--- config.mk ---
export PLATFORM = sky130hd
export DESIGN_NAME = rv64_instruction_decoder_unit
export DESIGN_NICKNAME = d
export VERILOG_FILES = /design/src/rtl/rvdec_pkg.sv /design/src/rtl/rvdec_core.sv /design/src/rtl/rv64_instruction_decoder_unit.sv
export SDC_FILE = /design/constraint.sdc
export NUM_CORES = 1
export LEC_CHECK = 0
export ABC_AREA = 1
export BUFFER_PORTS_ARGS = -buffer_cell sky130_fd_sc_hd__buf_4
export CORE_MARGIN = 2
export CORE_UTILIZATION = 50
export DETAILED_ROUTE_END_ITERATION = 12
export PLACE_DENSITY = 0.81
export SLEW_MARGIN = 20
export SYNTH_ARGS = -nofsm -noshare
export SYNTH_HDL_FRONTEND = slang
export SYNTH_SLANG_ARGS = --single-unit
--- constraint.sdc ---
create_clock -name clk -period 5.4 [get_ports clk]
set_input_delay 1.08 -clock clk [delete_from_list [all_inputs] [get_ports clk]]
set_output_delay 1.08 -clock clk [all_outputs]
set_load 0.1 [all_outputs]
--- src/rtl/rvdec_pkg.sv ---
package rvdec_pkg;

    // Major opcodes
    localparam logic [6:0] OPC_LOAD   = 7'h03;
    localparam logic [6:0] OPC_OPIMM  = 7'h13;
    localparam logic [6:0] OPC_AUIPC  = 7'h17;
    localparam logic [6:0] OPC_OPIMMW = 7'h1B;
    localparam logic [6:0] OPC_STORE  = 7'h23;
    localparam logic [6:0] OPC_OP     = 7'h33;
    localparam logic [6:0] OPC_LUI    = 7'h37;
    localparam logic [6:0] OPC_OPW    = 7'h3B;
    localparam logic [6:0] OPC_BRANCH = 7'h63;
    localparam logic [6:0] OPC_JALR   = 7'h67;
    localparam logic [6:0] OPC_JAL    = 7'h6F;
    localparam logic [6:0] OPC_SYSTEM = 7'h73;

    // funct3 codes used by the function checks, including the shift forms
    localparam logic [2:0] F3_ADD = 3'h0;
    localparam logic [2:0] F3_SLL = 3'h1;
    localparam logic [2:0] F3_SLT = 3'h2;
    localparam logic [2:0] F3_SLTU = 3'h3;
    localparam logic [2:0] F3_SRX = 3'h5;

    // funct7 codes
    localparam logic [6:0] F7_BASE = 7'h00;
    localparam logic [6:0] F7_ALT  = 7'h20;
    localparam logic [6:0] F7_MULDIV = 7'h01;

    // Upper six bits of a 64-bit immediate shift
    localparam logic [5:0] SHIFT_HI_BASE = 6'h00;
    localparam logic [5:0] SHIFT_HI_ALT  = 6'h10;

    // ALU operation kind, upper bits of alu_op
    localparam logic [1:0] KIND_BASE   = 2'd0;
    localparam logic [1:0] KIND_ALT    = 2'd1;
    localparam logic [1:0] KIND_MULDIV = 2'd2;

    typedef enum logic [1:0] {
        FAULT_NONE   = 2'd0,
        FAULT_OPCODE = 2'd1,
        FAULT_FUNC   = 2'd2
    } fault_t;

    typedef struct packed {
        logic [6:0]  major_opcode;
        logic [4:0]  dest_reg;
        logic [4:0]  src_reg_a;
        logic [4:0]  src_reg_b;
        logic [2:0]  func_three;
        logic [63:0] immediate;
        logic [4:0]  alu_op;
        fault_t      fault;
    } dec_result_t;

endpackage

--- src/rtl/rvdec_core.sv ---
module rvdec_core (
    input  logic [31:0]              word,
    output rvdec_pkg::dec_result_t   result
);
    import rvdec_pkg::*;

    logic [6:0]  opc;
    logic [2:0]  f3;
    logic [6:0]  f7;
    logic [63:0] imm_i;
    logic [63:0] imm_s;
    logic [63:0] imm_b;
    logic [63:0] imm_u;
    logic [63:0] imm_j;
    logic [63:0] imm_sh;
    logic [63:0] imm_shw;
    logic [1:0]  kind;
    logic        ok;

    assign opc = word[6:0];
    assign f3  = word[14:12];
    assign f7  = word[31:25];

    // Immediate forms, sign extended to 64 bits; the shift amounts are zero extended
    assign imm_i   = {{52{word[31]}}, word[31:20]};
    assign imm_s   = {{52{word[31]}}, word[31:25], word[11:7]};
    assign imm_b   = {{51{word[31]}}, word[31], word[7], word[30:25], word[11:8], 1'b0};
    assign imm_u   = {{32{word[31]}}, word[31:12], 12'b0};
    assign imm_j   = {{43{word[31]}}, word[31], word[19:12], word[20], word[30:21], 1'b0};
    assign imm_sh  = {58'b0, word[25:20]};
    assign imm_shw = {59'b0, word[24:20]};

    // Decode by major opcode
    always_comb
    begin
        result              = '0;
        result.major_opcode = opc;
        result.fault        = FAULT_NONE;
        kind                = KIND_BASE;
        ok                  = 1'b1;
        unique case (opc) inside
            OPC_OP, OPC_OPW:
            begin
                result.dest_reg   = word[11:7];
                result.func_three = f3;
                result.src_reg_a  = word[19:15];
                result.src_reg_b  = word[24:20];
                if (f7 == F7_BASE)
                begin
                    kind = KIND_BASE;
                    if (opc == OPC_OPW && !(f3 == F3_ADD || f3 == F3_SLL || f3 == F3_SRX))
                        ok = 1'b0;
                end
                else if (f7 == F7_ALT)
                begin
                    kind = KIND_ALT;
                    if (!(f3 == F3_ADD || f3 == F3_SRX))
                        ok = 1'b0;
                end
                else if (f7 == F7_MULDIV)
                begin
                    kind = KIND_MULDIV;
                    if (opc == OPC_OPW && (f3 == F3_SLL || f3 == F3_SLT || f3 == F3_SLTU))
                        ok = 1'b0;
                end
                else
                begin
                    ok = 1'b0;
                end
            end
            OPC_OPIMM, OPC_OPIMMW:
            begin
                result.dest_reg   = word[11:7];
                result.func_three = f3;
                result.src_reg_a  = word[19:15];
                if (f3 == F3_SLL || f3 == F3_SRX)
                begin
                    if (opc == OPC_OPIMM)
                    begin
                        result.immediate = imm_sh;
                        if (word[31:26] == SHIFT_HI_BASE)
                            kind = KIND_BASE;
                        else if (word[31:26] == SHIFT_HI_ALT && f3 == F3_SRX)
                            kind = KIND_ALT;
                        else
                            ok = 1'b0;
                    end
                    else
                    begin
                        result.immediate = imm_shw;
                        if (f7 == F7_BASE)
                            kind = KIND_BASE;
                        else if (f7 == F7_ALT && f3 == F3_SRX)
                            kind = KIND_ALT;
                        else
                            ok = 1'b0;
                    end
                end
                else
                begin
                    result.immediate = imm_i;
                    if (opc == OPC_OPIMMW && f3 != F3_ADD)
                        ok = 1'b0;
                end
            end
            OPC_LOAD, OPC_JALR:
            begin
                result.dest_reg   = word[11:7];
                result.func_three = f3;
                result.src_reg_a  = word[19:15];
                result.immediate  = imm_i;
            end
            OPC_STORE:
            begin
                result.func_three = f3;
                result.src_reg_a  = word[19:15];
                result.src_reg_b  = word[24:20];
                result.immediate  = imm_s;
            end
            OPC_BRANCH:
            begin
                result.func_three = f3;
                result.src_reg_a  = word[19:15];
                result.src_reg_b  = word[24:20];
                result.immediate  = imm_b;
            end
            OPC_LUI, OPC_AUIPC:
            begin
                result.dest_reg  = word[11:7];
                result.immediate = imm_u;
            end
            OPC_JAL:
            begin
                result.dest_reg  = word[11:7];
                result.immediate = imm_j;
            end
            OPC_SYSTEM:
            begin
                result.immediate = '0;
            end
            default:
            begin
                result.fault = FAULT_OPCODE;
            end
        endcase

        // ALU code only for the arithmetic groups, cleared on a bad function code
        if (opc == OPC_OP || opc == OPC_OPW || opc == OPC_OPIMM || opc == OPC_OPIMMW)
        begin
            if (ok)
                result.alu_op = {kind, f3};
            else
                result.fault = FAULT_FUNC;
        end
    end

endmodule

--- src/rtl/rv64_instruction_decoder_unit.sv ---
// Channel   | Handshake           | Payload
// ----------+---------------------+---------------------------------------------
// command   | start, busy         | instr_word
// result    | done (strobe)       | major_opcode, dest_reg, src_reg_a, src_reg_b,
//           |                     | func_three, immediate, alu_op, fault
//
// One instruction per cycle: busy stays low, so start may be high every cycle.
// Each transaction passes through the input register, one pass of the
// decode logic and the result register; done pulses for one cycle with the result.
// Reset clears the valid and done flags; payload registers are not reset.
// The receiver cannot stall: each result is shown for exactly one cycle.
module rv64_instruction_decoder_unit (
    input  logic        clk,
    input  logic        rst_n,
    input  logic        start,
    output logic        busy,
    input  logic [31:0] instr_word,
    output logic        done,
    output logic [6:0]  major_opcode,
    output logic [4:0]  dest_reg,
    output logic [4:0]  src_reg_a,
    output logic [4:0]  src_reg_b,
    output logic [2:0]  func_three,
    output logic [63:0] immediate,
    output logic [4:0]  alu_op,
    output logic [1:0]  fault
);
    import rvdec_pkg::*;

    logic        valid_reg;
    logic [31:0] instr_reg;
    logic        done_reg;
    dec_result_t result_next;
    dec_result_t result_reg;

    // Never hold off a command
    assign busy = 1'b0;

    // Capture the command transaction
    always_ff @(posedge clk or negedge rst_n)
    begin
        if (!rst_n)
            valid_reg <= 1'b0;
        else
            valid_reg <= start && !busy;
    end

    always_ff @(posedge clk)
    begin
        if (start && !busy)
            instr_reg <= instr_word;
    end

    rvdec_core u_core (
        .word   (instr_reg),
        .result (result_next)
    );

    // Register the decoded result and raise the strobe
    always_ff @(posedge clk or negedge rst_n)
    begin
        if (!rst_n)
            done_reg <= 1'b0;
        else
            done_reg <= valid_reg;
    end

    always_ff @(posedge clk)
    begin
        if (valid_reg)
            result_reg <= result_next;
    end

    assign done         = done_reg;
    assign major_opcode = result_reg.major_opcode;
    assign dest_reg     = result_reg.dest_reg;
    assign src_reg_a    = result_reg.src_reg_a;
    assign src_reg_b    = result_reg.src_reg_b;
    assign func_three   = result_reg.func_three;
    assign immediate    = result_reg.immediate;
    assign alu_op       = result_reg.alu_op;
    assign fault        = result_reg.fault;

    // Every command transaction yields a result once it has passed the input and result registers
    a_start_done: assert property (@(posedge clk) disable iff (!rst_n)
        start && !busy |-> ##2 done)
        else $error("command transaction produced no result");

    // No result without a command
    a_done_start: assert property (@(posedge clk) disable iff (!rst_n)
        done |-> $past(start, 2))
        else $error("result strobe without a command");

    // An unknown opcode clears every field but the opcode and the fault
    a_opcode_fault: assert property (@(posedge clk) disable iff (!rst_n)
        done && fault == FAULT_OPCODE |-> dest_reg == '0 && src_reg_a == '0 &&
            src_reg_b == '0 && func_three == '0 && immediate == '0 && alu_op == '0)
        else $error("unknown opcode result carries decoded fields");

    // Any fault leaves the ALU code at zero
    a_fault_alu: assert property (@(posedge clk) disable iff (!rst_n)
        done && fault != FAULT_NONE |-> alu_op == '0)
        else $error("faulting result carries an ALU code");

endmodule

==> results of run 1 <==
## cell type report
| type | instances | share of cell area, % |
|---|---|---|
| clock buffers | 9 | 2.39 |
| clock inverters | 7 | 1.47 |
| inverters | 45 | 3.25 |
| multi-input cells | 155 | 14.8 |
| flip-flops and latches | 98 | 56.5 |
| well taps | 105 | 2.53 |
| repair buffers | 132 | 19.1 |
## path summary, 6_finish.rpt
kind                       cells past startpoint          start              end  slack (ns)
max                                            1  immediate[62]    immediate[60]        2.63
min                                            0   instr_reg[1]  major_opcode[1]        0.46
max reg2reg                                   10   instr_reg[1]    immediate[24]        3.43
min reg2reg                                    0   instr_reg[1]  major_opcode[1]        0.46
max in group asynchronous                      1          rst_n        valid_reg        4.82
min in group asynchronous                      1          rst_n             done        0.48
## kinds of logic (layout without fill, tap and decap cells)
| family | Yosys count | after routing | synth area share (%) |
|---|---|---|---|
| other | 1 | 1 | 0.0908 |
| DFF | 98 | 98 | 71.0 |
| buffers and inverters | 80 | 193 | 10.5 |
| AOI/OAI and AO/OA | 44 | 44 | 6.48 |
| and+or+nand+nor | 110 | 110 | 12.0 |
## cell usage in the layout, fill, tap and decap left out
cell and count:
sky130_fd_sc_hd__edfxtp_1 96, sky130_fd_sc_hd__inv_8 1, sky130_fd_sc_hd__clkinvlp_4 1, sky130_fd_sc_hd__nor4_1 1
sky130_fd_sc_hd__bufinv_16 1, sky130_fd_sc_hd__conb_1 1, sky130_fd_sc_hd__a21oi_4 1, sky130_fd_sc_hd__o21ai_2 1
sky130_fd_sc_hd__nand2_1 51, sky130_fd_sc_hd__dfrtp_2 1, sky130_fd_sc_hd__nand2_2 1, sky130_fd_sc_hd__inv_6 2
sky130_fd_sc_hd__nand3_1 12, sky130_fd_sc_hd__buf_4 132, sky130_fd_sc_hd__nand4_1 4, sky130_fd_sc_hd__nor3_1 3
sky130_fd_sc_hd__a21oi_1 20, sky130_fd_sc_hd__a21oi_2 2, sky130_fd_sc_hd__inv_2 6, sky130_fd_sc_hd__clkbuf_8 9
sky130_fd_sc_hd__o31ai_2 1, sky130_fd_sc_hd__nand2_4 2, sky130_fd_sc_hd__a22o_1 4, sky130_fd_sc_hd__nor2_1 29
sky130_fd_sc_hd__o21ai_0 13, sky130_fd_sc_hd__o22ai_1 2, sky130_fd_sc_hd__nor2_4 3, sky130_fd_sc_hd__clkinv_2 2
sky130_fd_sc_hd__nor2_2 4, sky130_fd_sc_hd__inv_1 39, sky130_fd_sc_hd__dfrtp_1 1
## power by group
group	switching (mW)	internal, mW
clock	0.255	0.219
sequential	0.0271	0.895
combinational	0.456	0.0913
total	0.738	1.21
## routing by layer
layer  up-vias  global-route usage [%]  wire length [um]
met1      1264                    22.0              3060
met3        13                    2.95               501
met4         0                    9.54               169
met2       112                    32.3              4150
li1       1317                       -                 -
met5         -                       0                 0
## Yosys cell counts, drive strengths merged
cell    count  area, um2
inv        45        169
nor2       36        168
a21oi      23        134
nand4       4       25.0
edfxtp     96       2880
o22ai       2       12.5
nor4        1       6.26
nand2      54        220
buf        34        259
clkbuf      1       3.75
o21ai      14       73.8
conb        1       3.75
a22o        4       35.0
nor3        3       15.0
nand3      12       60.1
dfrtp       2       50.1
o31ai       1       12.5
==> flow_results.xml, run 1 <==
<?xml version="1.0" encoding="UTF-8"?>
<metrics>
  <group name="floorplan">
    <metric name="effective_utilization_at_floorplan" unit="%">51.0</metric>
    <metric name="io-pin-count" unit="">133</metric>
    <metric name="chipWidth" unit="um">94.9</metric>
    <metric name="die-area" unit="um2">9000</metric>
    <metric name="placementRows" unit="">33</metric>
    <metric name="die_h" unit="um">94.9</metric>
    <metric name="core" unit="um2">8090</metric>
  </group>
  <group name="layout">
    <metric name="register_area" unit="um2">2930</metric>
    <metric name="layout.core_utilization" unit="%">64.1</metric>
    <metric name="num-fill-cells" unit="">640</metric>
    <metric name="post_layout_cell_count" unit="">551</metric>
    <metric name="drive_gt1_share" unit="%">38.1</metric>
    <metric name="multi_input_area" unit="um2">766</metric>
    <metric name="insertedDiodeCount" unit="">0</metric>
    <metric name="nNetsFinal" unit="">476</metric>
    <metric name="finalInstanceArea" unit="um2">5190</metric>
    <metric name="area.growth.synth_to_final" unit="%">25.7</metric>
  </group>
  <group name="power_and_ir_drop">
    <metric name="pwr_density_cell" unit="nW/um2">374</metric>
    <metric name="power" unit="mW">1.94</metric>
    <metric name="total_leakage_power" unit="nW">2.31</metric>
    <metric name="power.ir.vdd_worst" unit="uV">205</metric>
  </group>
  <group name="clock_tree">
    <metric name="tritoncts_clock_tree" unit="">yes</metric>
    <metric name="worst_skew_late_latency" unit="ns">0.36</metric>
    <metric name="clock_tree.buffer_depth" unit="">2</metric>
    <metric name="cts_repair_resize_count" unit="">0</metric>
    <metric name="postCtsSetupRepairBufs" unit="">0</metric>
    <metric name="cts_inserted_buffers" unit="">9</metric>
    <metric name="ctsHtreeMaxLevel" unit="">3</metric>
    <metric name="cts_sink_cnt" unit="">98</metric>
    <metric name="cts.hold.buffers_added" unit="">0</metric>
    <metric name="clock_pin_slew_on_the_worst_setup_and_hold_paths" unit="ns">0.09</metric>
    <metric name="cts.root.buffer_cell" unit="">sky130_fd_sc_hd__clkbuf_8</metric>
  </group>
  <group name="detailed_routing">
    <metric name="first_iter_violations" unit="">154</metric>
    <metric name="routed_wirelength" unit="um">7880</metric>
    <metric name="route.detailed.vias_per_inst" unit="">4.91</metric>
    <metric name="detailroute.via_count" unit="">2706</metric>
    <metric name="drtPass1Iterations" unit="">4</metric>
    <metric name="route.antenna.remaining_nets" unit="">0</metric>
    <metric name="drt_drc_violations_left" unit="">0</metric>
    <metric name="route.detailed.wl_per_inst" unit="um">14.3</metric>
  </group>
  <group name="synthesis">
    <metric name="yosys_register_bits" unit="">98</metric>
    <metric name="yosys.cell_types.count" unit="">26</metric>
    <metric name="syn-mean-instance-area" unit="um2">12.4</metric>
    <metric name="post_syn_nets" unit="">368</metric>
    <metric name="syn_inst" unit="">333</metric>
    <metric name="synth_warnings" unit="">0</metric>
    <metric name="combined_area_of_all_synthesized_cells" unit="um2">4130</metric>
    <metric name="synth.yosys.seq_area_share" unit="%">71.0</metric>
  </group>
  <group name="setup_path">
    <metric name="slowest_delay" unit="ns">0.90</metric>
    <metric name="crit_required" unit="ns">4.32</metric>
    <metric name="critical_path.endpoint_type" unit="">output pin</metric>
    <metric name="worst-path-max-fanout" unit="">33</metric>
    <metric name="cp_data_arrival_time" unit="ns">1.69</metric>
    <metric name="crit_chain" unit="">buf_4</metric>
    <metric name="cp.buffers_inverters" unit="">1</metric>
    <metric name="crit_path_top_delay_cell" unit="">sky130_fd_sc_hd__edfxtp_1</metric>
    <metric name="worst_setup_path_start_kind" unit="">flip-flop</metric>
    <metric name="critical_path_class" unit="">reg2out</metric>
    <metric name="kind_of_cell_adding_the_most_delay_to_the_critical_path" unit="">flip-flops</metric>
  </group>
  <group name="global_routing">
    <metric name="antenna_found_initial" unit="">0</metric>
    <metric name="gr-usage-all-layers" unit="%">18.5</metric>
    <metric name="grt_start_max_net_pins" unit="">61</metric>
    <metric name="grt_first_pass_wirelength" unit="um">12300</metric>
    <metric name="grt-ovfl-total" unit="">0</metric>
    <metric name="via_count_of_the_first_global_routing_pass" unit="">2645</metric>
  </group>
  <group name="sta">
    <metric name="worst_tran_pin_value" unit="ns">0.833</metric>
    <metric name="setup_repair_after_global_routing_missed_its_margin" unit="">false</metric>
    <metric name="worst_slack" unit="ns">2.63</metric>
    <metric name="timing.final.max_slew_violations" unit="">0</metric>
    <metric name="report.final.setup_viol" unit="">0</metric>
    <metric name="setup_tns" unit="ns">0</metric>
    <metric name="timing.max_slew.rel_slack" unit="%">44.5</metric>
    <metric name="fin_crit_sh" unit="%">51.3</metric>
    <metric name="clock_skew" unit="ns">0.0100</metric>
    <metric name="whs" unit="ns">0.461</metric>
    <metric name="finalWorstPathRequiredPeriod" unit="ns">2.77</metric>
    <metric name="timing_hold_violations_final" unit="">0</metric>
    <metric name="max_freq" unit="MHz">361</metric>
  </group>
  <group name="job">
    <metric name="drv.max_cap_violation_count" unit="">0</metric>
  </group>
  <group name="place">
    <metric name="place_area" unit="um2">4990</metric>
    <metric name="gp_routability_congestion" unit="">0.883</metric>
    <metric name="dp_cells" unit="">535</metric>
    <metric name="port_buffers" unit="">131</metric>
    <metric name="pre_cts_ws" unit="ns">2.98</metric>
    <metric name="dp_hpwl" unit="um">5670</metric>
  </group>
  <group name="min_path">
    <metric name="min-delay-path-class" unit="">reg2reg</metric>
  </group>
  <group name="run_status">
    <metric name="status" unit="">finished, final reports clean</metric>
  </group>
</metrics>
(Power assumes the default switching activity.)
==> inputs of run 2 (changes only) <==
clock period = 2.7 ns   (was 5.4 ns; I/O delays follow)
==> flow_results.xml, run 2 (synthesis results as in run 1) <==
<?xml version="1.0" encoding="UTF-8"?>
<metrics>
  <group name="detailed_routing">
    <metric name="route.detailed.vias_per_inst" unit="">5.01</metric>
    <metric name="drtPass1Iterations" unit="">5</metric>
    <metric name="routed_wirelength" unit="um">8220</metric>
    <metric name="detailroute.via_count" unit="">2776</metric>
    <metric name="route.detailed.wl_per_inst" unit="um">14.8</metric>
    <metric name="drt_drc_violations_left" unit="">0</metric>
    <metric name="route.antenna.remaining_nets" unit="">0</metric>
    <metric name="first_iter_violations" unit="">200</metric>
  </group>
  <group name="power_and_ir_drop">
    <metric name="total_leakage_power" unit="nW">2.32</metric>
    <metric name="power" unit="mW">3.95</metric>
    <metric name="power.ir.vdd_worst" unit="uV">542</metric>
    <metric name="pwr_density_cell" unit="nW/um2">755</metric>
  </group>
  <group name="setup_path">
    <metric name="slowest_delay" unit="ns">0.51</metric>
    <metric name="kind_of_cell_adding_the_most_delay_to_the_critical_path" unit="">simple AND/OR/NAND/NOR gates</metric>
    <metric name="worst-path-max-fanout" unit="">12</metric>
    <metric name="cp.buffers_inverters" unit="">2</metric>
    <metric name="worst_setup_path_start_kind" unit="">flip-flop</metric>
    <metric name="critical_path.endpoint_type" unit="">flip-flop</metric>
    <metric name="critical_path_class" unit="">reg2reg</metric>
    <metric name="path_common_cell" unit="">sky130_fd_sc_hd__nand2_1</metric>
    <metric name="worst_r2r_path_cells" unit="">9</metric>
    <metric name="timing.rr.start" unit="">instr_reg[3]</metric>
    <metric name="timing.critical_path.depth" unit="">9</metric>
    <metric name="crit_chain" unit="">nor2_2 &gt; nand2_4 &gt; nor2_4 &gt; inv_1 &gt; nand2_1 &gt; inv_2 &gt; nand2_1 &gt; nand2_1 &gt; o21ai_0</metric>
    <metric name="setup.reg_to_reg.worst_slack" unit="ns">0.74</metric>
    <metric name="end_of_the_worst_register_to_register_path" unit="">immediate[25]</metric>
    <metric name="crit_path_top_delay_cell" unit="">sky130_fd_sc_hd__edfxtp_1</metric>
    <metric name="cp_data_arrival_time" unit="ns">2.14</metric>
    <metric name="crit_required" unit="ns">2.88</metric>
  </group>
  <group name="layout">
    <metric name="drive_gt1_share" unit="%">37.6</metric>
    <metric name="nNetsFinal" unit="">479</metric>
    <metric name="final_cell_mix" unit="">sky130_fd_sc_hd__buf_4 (134), sky130_fd_sc_hd__edfxtp_1 (96), sky130_fd_sc_hd__nand2_1 (51), sky130_fd_sc_hd__inv_1 (39), sky130_fd_sc_hd__nor2_1 (29)</metric>
    <metric name="insertedDiodeCount" unit="">0</metric>
    <metric name="layout.core_utilization" unit="%">64.6</metric>
    <metric name="area.growth.synth_to_final" unit="%">26.5</metric>
    <metric name="final_common_cell" unit="">sky130_fd_sc_hd__buf_4</metric>
  </group>
  <group name="place">
    <metric name="gp_routability_congestion" unit="">0.840</metric>
    <metric name="dp_hpwl" unit="um">5940</metric>
    <metric name="port_buffers" unit="">131</metric>
  </group>
  <group name="min_path">
    <metric name="min_to" unit="">instr_reg[22]</metric>
    <metric name="min-delay-path-class" unit="">in2reg</metric>
    <metric name="hold_path.startpoint" unit="">instr_word[22]</metric>
    <metric name="worst_hold_path.num_cells" unit="">1</metric>
  </group>
  <group name="global_routing">
    <metric name="grt_first_pass_wirelength" unit="um">12700</metric>
    <metric name="antenna_found_initial" unit="">0</metric>
    <metric name="via_count_of_the_first_global_routing_pass" unit="">2742</metric>
    <metric name="grt-ovfl-total" unit="">0</metric>
    <metric name="gr-usage-all-layers" unit="%">18.8</metric>
    <metric name="grt_start_max_net_pins" unit="">34</metric>
  </group>
  <group name="sta">
    <metric name="setup_tns" unit="ns">0</metric>
    <metric name="finalWorstPathRequiredPeriod" unit="ns">1.96</metric>
    <metric name="setup_repair_after_global_routing_missed_its_margin" unit="">false</metric>
    <metric name="timing_hold_violations_final" unit="">0</metric>
    <metric name="report.final.setup_viol" unit="">0</metric>
    <metric name="max_freq" unit="MHz">511</metric>
    <metric name="clock_skew" unit="ns">0.0123</metric>
    <metric name="fin_crit_sh" unit="%">72.5</metric>
    <metric name="timing.final.max_slew_violations" unit="">0</metric>
  </group>
  <group name="floorplan">
    <metric name="placementRows" unit="">33</metric>
    <metric name="die-area" unit="um2">9000</metric>
    <metric name="core" unit="um2">8090</metric>
    <metric name="io-pin-count" unit="">133</metric>
    <metric name="effective_utilization_at_floorplan" unit="%">51.0</metric>
    <metric name="die_h" unit="um">94.9</metric>
    <metric name="chipWidth" unit="um">94.9</metric>
  </group>
  <group name="clock_tree">
    <metric name="postCtsSetupRepairBufs" unit="">0</metric>
    <metric name="cts.root.buffer_cell" unit="">sky130_fd_sc_hd__clkbuf_8</metric>
    <metric name="clock_tree.buffer_depth" unit="">2</metric>
    <metric name="cts_repair_resize_count" unit="">0</metric>
    <metric name="cts_inserted_buffers" unit="">9</metric>
    <metric name="cts_sink_cnt" unit="">98</metric>
    <metric name="worst_skew_late_latency" unit="ns">0.35</metric>
    <metric name="clock_pin_slew_on_the_worst_setup_and_hold_paths" unit="ns">0.09</metric>
    <metric name="ctsHtreeMaxLevel" unit="">3</metric>
    <metric name="tritoncts_clock_tree" unit="">yes</metric>
  </group>
  <group name="run_status">
    <metric name="status" unit="">finished, final reports clean</metric>
  </group>
  <group name="job">
    <metric name="drv.max_cap_violation_count" unit="">0</metric>
  </group>
</metrics>
## run 2: cell types whose count changed in the layout (fill, tap and decap cells not counted), moves of 2 or more
cell,previous run,this run
sky130_fd_sc_hd__clkbuf_1,0,2
sky130_fd_sc_hd__clkinv_2,2,0
sky130_fd_sc_hd__inv_6,2,0
sky130_fd_sc_hd__buf_4,132,134
## run 2: worst max path at each step
stage                              from       endpoint  slack, ns
after global routing       instr_reg[1]  immediate[30]       0.56
after global placement     instr_reg[1]  immediate[30]       0.88
after floorplan           immediate[62]  immediate[32]       0.29
after detailed placement   instr_reg[0]  immediate[25]       0.75
after CTS                  instr_reg[0]  immediate[25]       0.75
final                      instr_reg[3]  immediate[25]       0.74
## run 2: per-layer routing
| layer | up-vias | part of all wire, % | GRT usage [%] |
|---|---|---|---|
| li1 | 1316 | - | - |
| met1 | 1294 | 38 | 21.9 |
| met2 | 144 | 53 | 32.5 |
| met3 | 22 | 7.2 | 3.99 |
| met4 | 0 | 2.7 | 9.78 |
| met5 | - | 0 | 0 |
## run 2: layout make-up
| type | instances | area [um2] |
|---|---|---|
| multi-input combinational | 155 | 766 |
| fill | 650 | 2870 |
| timing repair buffer | 135 | 1020 |
| sequential | 98 | 2930 |
| clock inverter | 5 | 78.8 |
| inverter | 45 | 169 |
| clock buffer | 11 | 131 |
| tap | 105 | 131 |
## run 2: stage by stage
stage          instance area, um2  instances  setup WS, ns  hold slack [ns]
6_report                     5230        554         0.742            0.361
5_1_grt                      5230        554         0.561            0.341
3_5_place_dp                 5010        537         0.754            0.325
3_3_place_gp                 5010        537         0.878            0.322
2_1_floorplan                4130        333         0.289            0.244
4_1_cts                      5230        554         0.749            0.345
## run 2: where the power goes
part / total (mW) / internal [mW] / switching (mW) / leakage [nW]
logic: 1.11 / 0.186 / 0.923 / 1.28
clock network: 0.999 / 0.520 / 0.479 / 0.0972
registers: 1.84 / 1.79 / 0.0495 / 0.946
total: 3.95 / 2.50 / 1.45 / 2.32
## run 2: repair_timing
action / 4_1_cts / 5_1_grt
hold buffers: 1 / 0
hold endpoints to repair: 2 / 0
setup endpoints to repair: 0 / 0
## run 2: worst register-to-register path, stage by stage (launching register included)
cell	delay, ns
sky130_fd_sc_hd__edfxtp_1	0.51
sky130_fd_sc_hd__nor2_2	0.21
sky130_fd_sc_hd__nand2_4	0.11
sky130_fd_sc_hd__nor2_4	0.23
sky130_fd_sc_hd__inv_1	0.10
sky130_fd_sc_hd__nand2_1	0.10
sky130_fd_sc_hd__inv_2	0.08
sky130_fd_sc_hd__nand2_1	0.07
sky130_fd_sc_hd__nand2_1	0.21
sky130_fd_sc_hd__o21ai_0	0.18
